[src/sdsp_pkg.sv]
package sdsp_pkg;

   localparam int RING_SEGMENTS = 512;
   localparam int SEGMENT_BYTES = 48;

   localparam int SLOT_W     = $clog2(RING_SEGMENTS);
   localparam int LEN_W      = $clog2(SEGMENT_BYTES + 1);
   localparam int COUNT_W    = $clog2(RING_SEGMENTS + 1);
   localparam int BYTE_DEPTH = RING_SEGMENTS * SEGMENT_BYTES;
   localparam int BADDR_W    = $clog2(BYTE_DEPTH);

   // Request codes.
   localparam logic [2:0] REQ_PUSH_DATA  = 3'd0;
   localparam logic [2:0] REQ_PUSH_LEVEL = 3'd1;
   localparam logic [2:0] REQ_TICK       = 3'd2;
   localparam logic [2:0] REQ_XFER_ERROR = 3'd3;
   localparam logic [2:0] REQ_ABORT      = 3'd4;

   // Status codes.
   localparam logic [1:0] STATUS_OK        = 2'd0;
   localparam logic [1:0] STATUS_RING_FULL = 2'd1;
   localparam logic [1:0] STATUS_TOO_LONG  = 2'd2;

   typedef struct packed {
      logic [2:0] req_type;
      logic       cs_level;
      logic       dc_level;
      logic [7:0] data_byte;
      logic       seg_end;
   } sdsp_req_beat_type;

   typedef struct packed {
      logic [1:0]         status;
      logic               byte_valid;
      logic [7:0]         byte_out;
      logic               cs_out;
      logic               dc_out;
      logic [COUNT_W-1:0] queued;
      logic               busy_res;
   } sdsp_rsp_beat_type;

   // Commands from the controller to the datapath.
   typedef struct packed {
      logic capture;
      logic execute;
   } sdsp_cmd_type;

   // One entry of the segment descriptor memory.
   typedef struct packed {
      logic             cs;
      logic             dc;
      logic [LEN_W-1:0] len;
   } sdsp_seg_type;

endpackage

[src/sdsp_ctrl.sv]
module sdsp_ctrl
   import sdsp_pkg::*;
(
   input  logic         clock,
   input  logic         reset,
   input  logic         req_valid,
   output logic         req_ready,
   output logic         rsp_valid,
   input  logic         rsp_ready,
   output sdsp_cmd_type cmd
);

   typedef enum logic {
      ST_IDLE,
      ST_EXEC
   } state_type;

   state_type state_ff;
   logic      req_ready_ff;
   logic      rsp_valid_ff;
   logic      out_free;

   // The result register is free when empty or when its beat leaves this cycle.
   assign out_free    = !rsp_valid_ff || rsp_ready;
   assign cmd.capture = (state_ff == ST_IDLE) && req_valid;
   assign cmd.execute = (state_ff == ST_EXEC) && out_free;

   always_ff @(posedge clock) begin
      if (reset) begin
         state_ff     <= ST_IDLE;
         req_ready_ff <= 1'b1;
         rsp_valid_ff <= 1'b0;
      end else begin
         if (rsp_valid_ff && rsp_ready) begin
            rsp_valid_ff <= 1'b0;
         end
         unique case (state_ff)
            ST_IDLE: begin
               if (req_valid) begin
                  state_ff     <= ST_EXEC;
                  req_ready_ff <= 1'b0;
               end
            end
            ST_EXEC: begin
               if (out_free) begin
                  state_ff     <= ST_IDLE;
                  req_ready_ff <= 1'b1;
                  rsp_valid_ff <= 1'b1;
               end
            end
            default: begin
               state_ff     <= ST_IDLE;
               req_ready_ff <= 1'b1;
            end
         endcase
      end
   end

   assign req_ready = req_ready_ff;
   assign rsp_valid = rsp_valid_ff;

`ifndef SYNTH
   a_ready_only_idle: assert property (@(posedge clock) disable iff (reset)
      req_ready_ff |-> (state_ff == ST_IDLE))
      else $error("request ready outside idle");
   a_exec_loads_result: assert property (@(posedge clock) disable iff (reset)
      cmd.execute |=> rsp_valid_ff)
      else $error("executed request left no result");
   a_capture_then_exec: assert property (@(posedge clock) disable iff (reset)
      cmd.capture |=> (state_ff == ST_EXEC) && !req_ready_ff)
      else $error("captured request not executed");
`endif

endmodule

[config.mk]
export PLATFORM = sky130hd
export DESIGN_NAME = sdsp_ctrl
export DESIGN_NICKNAME = d
export VERILOG_FILES = /design/src/sdsp_pkg.sv /design/src/sdsp_ctrl.sv
export SDC_FILE = /design/constraint.sdc
export NUM_CORES = 1
export LEC_CHECK = 0
export ABC_AREA = 1
export CAP_MARGIN = 0
export CORE_AREA = 2 2 39 41
export CTS_CLUSTER_DIAMETER = 120
export DETAILED_ROUTE_END_ITERATION = 16
export DIE_AREA = 0 0 41 43
export DONT_BUFFER_PORTS = 1
export GPL_ROUTABILITY_DRIVEN = 0
export HOLD_SLACK_MARGIN = 0.02
export PLACE_DENSITY = 0.3
export SYNTH_ARGS = -nofsm -noshare
export SYNTH_HDL_FRONTEND = slang
export SYNTH_SLANG_ARGS = --single-unit
[constraint.sdc]
create_clock -name clock -period 0.8 [get_ports clock]
set_input_delay 0.24 -clock clock [delete_from_list [all_inputs] [get_ports clock]]
set_output_delay 0.24 -clock clock [all_outputs]
set_load 0.02 [all_outputs]
* Yosys cells after proc, flatten, opt, wreduce, memory -nomap -nowiden
Cells that the tools add are included.
** Cells by class
- Reductions and logical operators :: 6
- Bitwise gates (word level) :: 1
- Eq/ne operators :: 2
- Multiplexer cells :: 9
** Operators with widths (count)
- $mux W1 :: 7
- $pmux W1 S2 :: 2
- $logic_and A1 B1 Y1 :: 3
- $ne A2 B1 Y1 const B :: 1
- $ne A2 B2 Y1 const B :: 1
- $reduce_and A2 Y1 :: 1
- $logic_not A1 Y1 :: 1
- $logic_or A1 B1 Y1 :: 1
- $not A1 Y1 :: 1
** Storage, ports and cells
- Output and inout port bits :: 4
- Logic and storage cells :: 21
- Input bits :: 4
- Bits in registers :: 3

* Longest topological paths before layout
Gate-level depths: netlist of run 1.
- Depth in word-level cells :: 4
- Mapped depth :: 5
- Mapped depth without buffers :: 5

* Worst setup path before layout of run 1
No wires, ideal clock.
- Path type :: flip-flop to output port
- From :: register rsp_valid_ff (netlist: rsp_valid)
- To :: output cmd[0] in the netlist's numbering
- Path buffers :: 0
- Data required time :: 0.560 ns
- Stages on the path, launching flop included :: 4
- Data arrival time :: 0.661 ns
- Path slack :: -0.101 ns
- Path through :: dfxtp_1 nand2_1 nand2_2 inv_2
** RTL lines
- from (decl) :: RTL line sdsp_ctrl.sv:20 : logic rsp_valid_ff;
- from (signal assigned) :: RTL line sdsp_ctrl.sv:32 : rsp_valid_ff <= 1'b0;
- from (signal assigned) :: RTL line sdsp_ctrl.sv:35 : rsp_valid_ff <= 1'b0;
- from (signal assigned) :: RTL line sdsp_ctrl.sv:48 : rsp_valid_ff <= 1'b1;
- to (decl) :: RTL line sdsp_ctrl.sv:10 : output sdsp_cmd_type cmd

==> qor.yml, run 1 <==
drt:
  vias: 120
  drt_iter0_markers: 2
  wl_per_cell_um: 7.923
  drt_first_pass_iters: 2
  ant_nets: 0
  totalWireLength_um: 309
  drc: 0
  routed_via_density: 3.077
synthesis:
  avgSynthCellArea_um2: 7.351
  synth_seq_cells: 3
  synthDistinctLibCells: 9
  synth_area_leader_cell: "dfxtp_1"
  synth_top_area_frac: 0.5106
  synthesis.area_um2: 117.6
  yosys-top-cells-area: "dfxtp_1 51%, nand2_2 11%, inv_1 9.6%"
  syn_inst: 16
  synthesis.nets: 20
  yosysWarnings: 0
  yosysSeqAreaShare: 0.5106
min_path:
  min_to: "rsp_valid$_SDFF_PP0_"
  hold_path_class: "in -> reg"
  holdPathStages: 1
  hold_path.startpoint: "reset"
floorplan:
  initial_utilization: 0.08499
  io_pins: 8
  rows: 14
  fp.dieW_um: 41
  die_h_um: 43
  coreArea_um2: 1384
  die_area_um2: 1763
placed_design:
  placed_area_um2: 161.4
  place_ws_ns: -0.01195
  port_buffers: 0
  dp_cells: 34
  hpwl_um: 219.8
layout:
  stdcell_count: 39
  layout-drive-gt1-share: 0.6522
  fillers: 156
  fin_area_um2: 217.7
  seq_area_um2: 71.32
  final_nets: 28
  antenna_cells: 0
  fin_util: 0.1573
  multi_input_area_um2: 51.30
  mostFrequentLayoutCells: "3 x clkbuf_4, 3 x buf_4, 3 x dfxtp_4, 2 x inv_1, 2 x nand2_4"
  area_growth_pct: 85.11
outcome:
  violations: "setup timing"
  status: "complete, but fails checks"
worst_setup_path:
  worstReg2RegEnd: "rsp_valid$_SDFF_PP0_"
  worstRegToRegCells: 4
  slowest_stage: "dfxtp_4"
  crit_arrival_ns: 0.78
  crit_type: "reg -> out"
  crit_fanout: 3
  path_delay_family: "flip-flops"
  r2r_start: "state_ff$_SDFF_PP0_"
  path_buf_inv: 2
  crit_required_ns: 0.56
  regToRegSetupSlack_ns: -0.03
  end_kind: "output port"
  crit_path_max_incr_delay_ns: 0.35
  start_kind: "flop"
  cp_cell_sequence: "inv_2 > nand2_2 > inv_4"
sta:
  hold_viol_final: 0
  finClkSkew_ns: 0.004205
  setup-tns-final_ns: -0.6549
  timing.hold.ws_ns: 0.06397
  fin_ws_ns: -0.2168
  tightest_slew_ns: 0.1501
  post-route-period-util: 1.271
  maxSlewViolCount: 0
  relSlewSlack: 0.8989
  period_minus_slack_ns: 1.017
  max_freq_mhz: 983.4
  rsz0062_at_grt: "yes"
  report.final.setup_viol: 5
clock_tree:
  clk_latency_ns: 0.23
  cts-htree-levels: 1
  cts_tree: "built"
  cts.path.max_buffers: 2
  cts_root_buffer: "clkbuf_4"
  cts-buffers-inserted: 3
  clock_sinks: 3
  cts_hold_buffers: 0
  cts.clk_slew.worst_paths_ns: 0.04
grt:
  grt_pass1_wl_um: 386
  grt_pass1_vias: 99
  antenna_found_initial: 0
  grt_max_degree: 4
  grt_overflow: 0
  grt_usage: 0.04505
pwr:
  power.density_nw_per_um2: 2401
  power.leakage_nw: 0.1050
  ir_worst_vdd_v: 0.0004648
  power_mw: 0.5227
flow_run:
  maxCapViolCount: 0
[report_power, final]
part           switching, mW  total [mW]  internal, mW
Clock                 0.0784       0.265         0.187
Sequential            0.0173       0.180         0.162
Combinational         0.0456      0.0777        0.0321
[final cells by class]
class | count | area share
sequential | 3 | 0.3276
multi-input combinational | 8 | 0.2356
clock buffer | 4 | 0.1207
inverter | 5 | 0.1207
timing repair buffer | 3 | 0.1034
tap | 16 | 0.09195
[registers in the layout, indices dropped and copies added, names as in the netlist]
signal and count:
req_ready 1, rsp_valid 1, state_ff 1
[Yosys cell counts, drive strengths merged]
| library cell | number |
|---|---|
| inv | 5 |
| nand2 | 4 |
| dfxtp | 3 |
| a21oi | 1 |
| nand3 | 1 |
| nor2 | 1 |
| o21ai | 1 |
[worst register-to-register path: cells and delay by family (launching register included)]
| family | cells | cell delay (ns) |
|---|---|---|
| flip-flops | 1 | 0.36 |
| AO/OA/AOI/OAI | 1 | 0.12 |
| buffers and inverters | 3 | 0.28 |
[how the worst max path moves through the flow]
stage                    startpoint      to  slack [ns]  cells past startpoint
6_report        state_ff$_SDFF_PP0_  cmd[1]       -0.22                      3
5_1_grt        rsp_valid$_SDFF_PP0_  cmd[0]       -0.26                      3
4_1_cts        rsp_valid$_SDFF_PP0_  cmd[0]       -0.24                      3
3_5_place_dp    state_ff$_SDFF_PP0_  cmd[1]       -0.01                      3
3_3_place_gp    state_ff$_SDFF_PP0_  cmd[1]       -0.01                      3
2_1_floorplan  rsp_valid$_SDFF_PP0_  cmd[0]       0.003                      3
[per-layer routing]
layer	vias up	wire length (µm)	track usage
met3	2	37	0.04188
li1	60	-	-
met2	6	172	0.05000
met5	-	0	0
met1	52	91	0.01911
met4	0	8	0.1000
[cell families (layout without fill, tap and decap cells)]
| group | after synthesis | in the layout | synth area share |
|---|---|---|---|
| flops | 3 | 3 | 0.5107 |
| compound gates | 2 | 2 | 0.08502 |
| buf+inv | 5 | 12 | 0.1596 |
| simple gates | 6 | 6 | 0.2446 |
[what timing repair did]
| item | CTS | global route |
|---|---|---|
| setup endpoints to repair | 4 | 4 |
| buffers inserted | 0 | 1 |
| gates resized for setup | 7 | 2 |
No activity file was read; power rests on OpenSTA's default activity.
==> run 2, diff against run 1 <==
Clock period 0.8 ns to 1 ns, I/O delays scaled along.
==> qor.yml, run 2 (synthesis results as in run 1) <==
outcome:
  status: "complete, but fails checks"
  violations: "setup timing"
clock_tree:
  cts_hold_buffers: 0
  clock_sinks: 3
  cts_root_buffer: "clkbuf_4"
  clk_latency_ns: 0.23
  cts-buffers-inserted: 3
  cts.path.max_buffers: 2
  cts.clk_slew.worst_paths_ns: 0.04
  cts_tree: "built"
  cts-htree-levels: 1
drt:
  drt_first_pass_iters: 1
  drt_iter0_markers: 0
  vias: 129
  totalWireLength_um: 298
  ant_nets: 0
  drc: 0
  routed_via_density: 3.308
  wl_per_cell_um: 7.641
layout:
  mostFrequentLayoutCells: "3 x clkbuf_4, 3 x buf_4"
  fillers: 164
  area_growth_pct: 71.28
  antenna_cells: 0
  layout-drive-gt1-share: 0.6087
  stdcell_count: 39
  final_nets: 28
  fin_util: 0.1456
placed_design:
  port_buffers: 0
  dp_cells: 33
min_path:
  hold_path_class: "in -> reg"
sta:
  tightest_slew_ns: 0.2336
  hold_viol_final: 0
  relSlewSlack: 0.8440
  fin_ws_ns: -0.07017
  finClkSkew_ns: 0.000007189
  report.final.setup_viol: 2
  rsz0062_at_grt: "yes"
  timing.hold.ws_ns: 0.1255
  max_freq_mhz: 934.4
  setup-tns-final_ns: -0.1199
  post-route-period-util: 1.070
  period_minus_slack_ns: 1.070
  maxSlewViolCount: 0
worst_setup_path:
  crit_required_ns: 0.70
  crit_arrival_ns: 0.77
  start_kind: "flop"
  crit_fanout: 2
  end_kind: "output port"
  crit_type: "reg -> out"
grt:
  antenna_found_initial: 0
  grt_usage: 0.04208
  grt_pass1_wl_um: 455
  grt_max_degree: 4
  grt_overflow: 0
  grt_pass1_vias: 145
flow_run:
  maxCapViolCount: 0
floorplan:
  coreArea_um2: 1384
  die_h_um: 43
  initial_utilization: 0.08499
  fp.dieW_um: 41
  io_pins: 8
  rows: 14
  die_area_um2: 1763
pwr:
  power.leakage_nw: 0.09853
  power.density_nw_per_um2: 2070
  ir_worst_vdd_v: 0.0006824
  power_mw: 0.4170
-- run 2: cell types whose count changed in the layout (fill, tap and decap cells not counted) --
cell,delta
inv_4,+1
nand2_4,-1
nand2_2,+1
dfxtp_2,+2
dfxtp_1,+1
inv_6,-1
dfxtp_4,-3
-- run 2: critical path: stages (launching register included) --
cell and delay (ns):
dfxtp_2 0.31, nand2_2 0.06, nand2_2 0.07, inv_4 0.09
-- run 2: area by class of cell --
type	instances	area [µm²]	share of cell area
sequential	3	62.56	0.3106
timing repair buffer	3	22.52	0.1118
tap	16	20.02	0.09938
inverter	5	23.77	0.1180
clock buffer	4	26.28	0.1304
multi-input combinational	8	46.29	0.2298
-- run 2: layer usage --
layer	vias up	global-route usage	part of all wire
met5	-	0	0
met2	9	0.06250	0.49
met3	0	0.05759	0.20
met1	59	0.02556	0.31
met4	0	0.02000	0
li1	61	-	-
-- run 2: per-stage QoR --
step / instance area (µm²) / setup slack, ns
finish: 201.4 / -0.07017
global route: 201.4 / -0.1134
CTS: 188.9 / -0.08143
detailed placement: 145.1 / 0.1183
global placement: 145.1 / 0.1177
floorplan: 117.6 / 0.03888
-- run 2: worst paths after layout --
| check | from | to | slack, ns | cells past startpoint |
|---|---|---|---|---|
| setup reg to reg | rsp_valid$_SDFF_PP0_ | req_ready$_SDFFE_PP1P_ | 0.26 | 4 |
| setup / recovery | rsp_valid$_SDFF_PP0_ | cmd[0] | -0.07 | 3 |
| hold reg to reg | rsp_valid$_SDFF_PP0_ | rsp_valid$_SDFF_PP0_ | 0.47 | 2 |
| hold / removal | reset | rsp_valid$_SDFF_PP0_ | 0.13 | 1 |
-- run 2: power by group --
| group | internal (mW) | switching, mW |
|---|---|---|
| Combinational | 0.0244 | 0.0352 |
| Clock | 0.150 | 0.0644 |
| Sequential | 0.132 | 0.0116 |
| Total | 0.306 | 0.111 |
-- run 2: what timing repair did --
action | 4_1_cts | 5_1_grt
resized for setup | 6 | 1
setup buffers | 1 | 1
pin swaps | 1 | 0
setup endpoints to repair | 3 | 3
gates cloned | 0 | 0
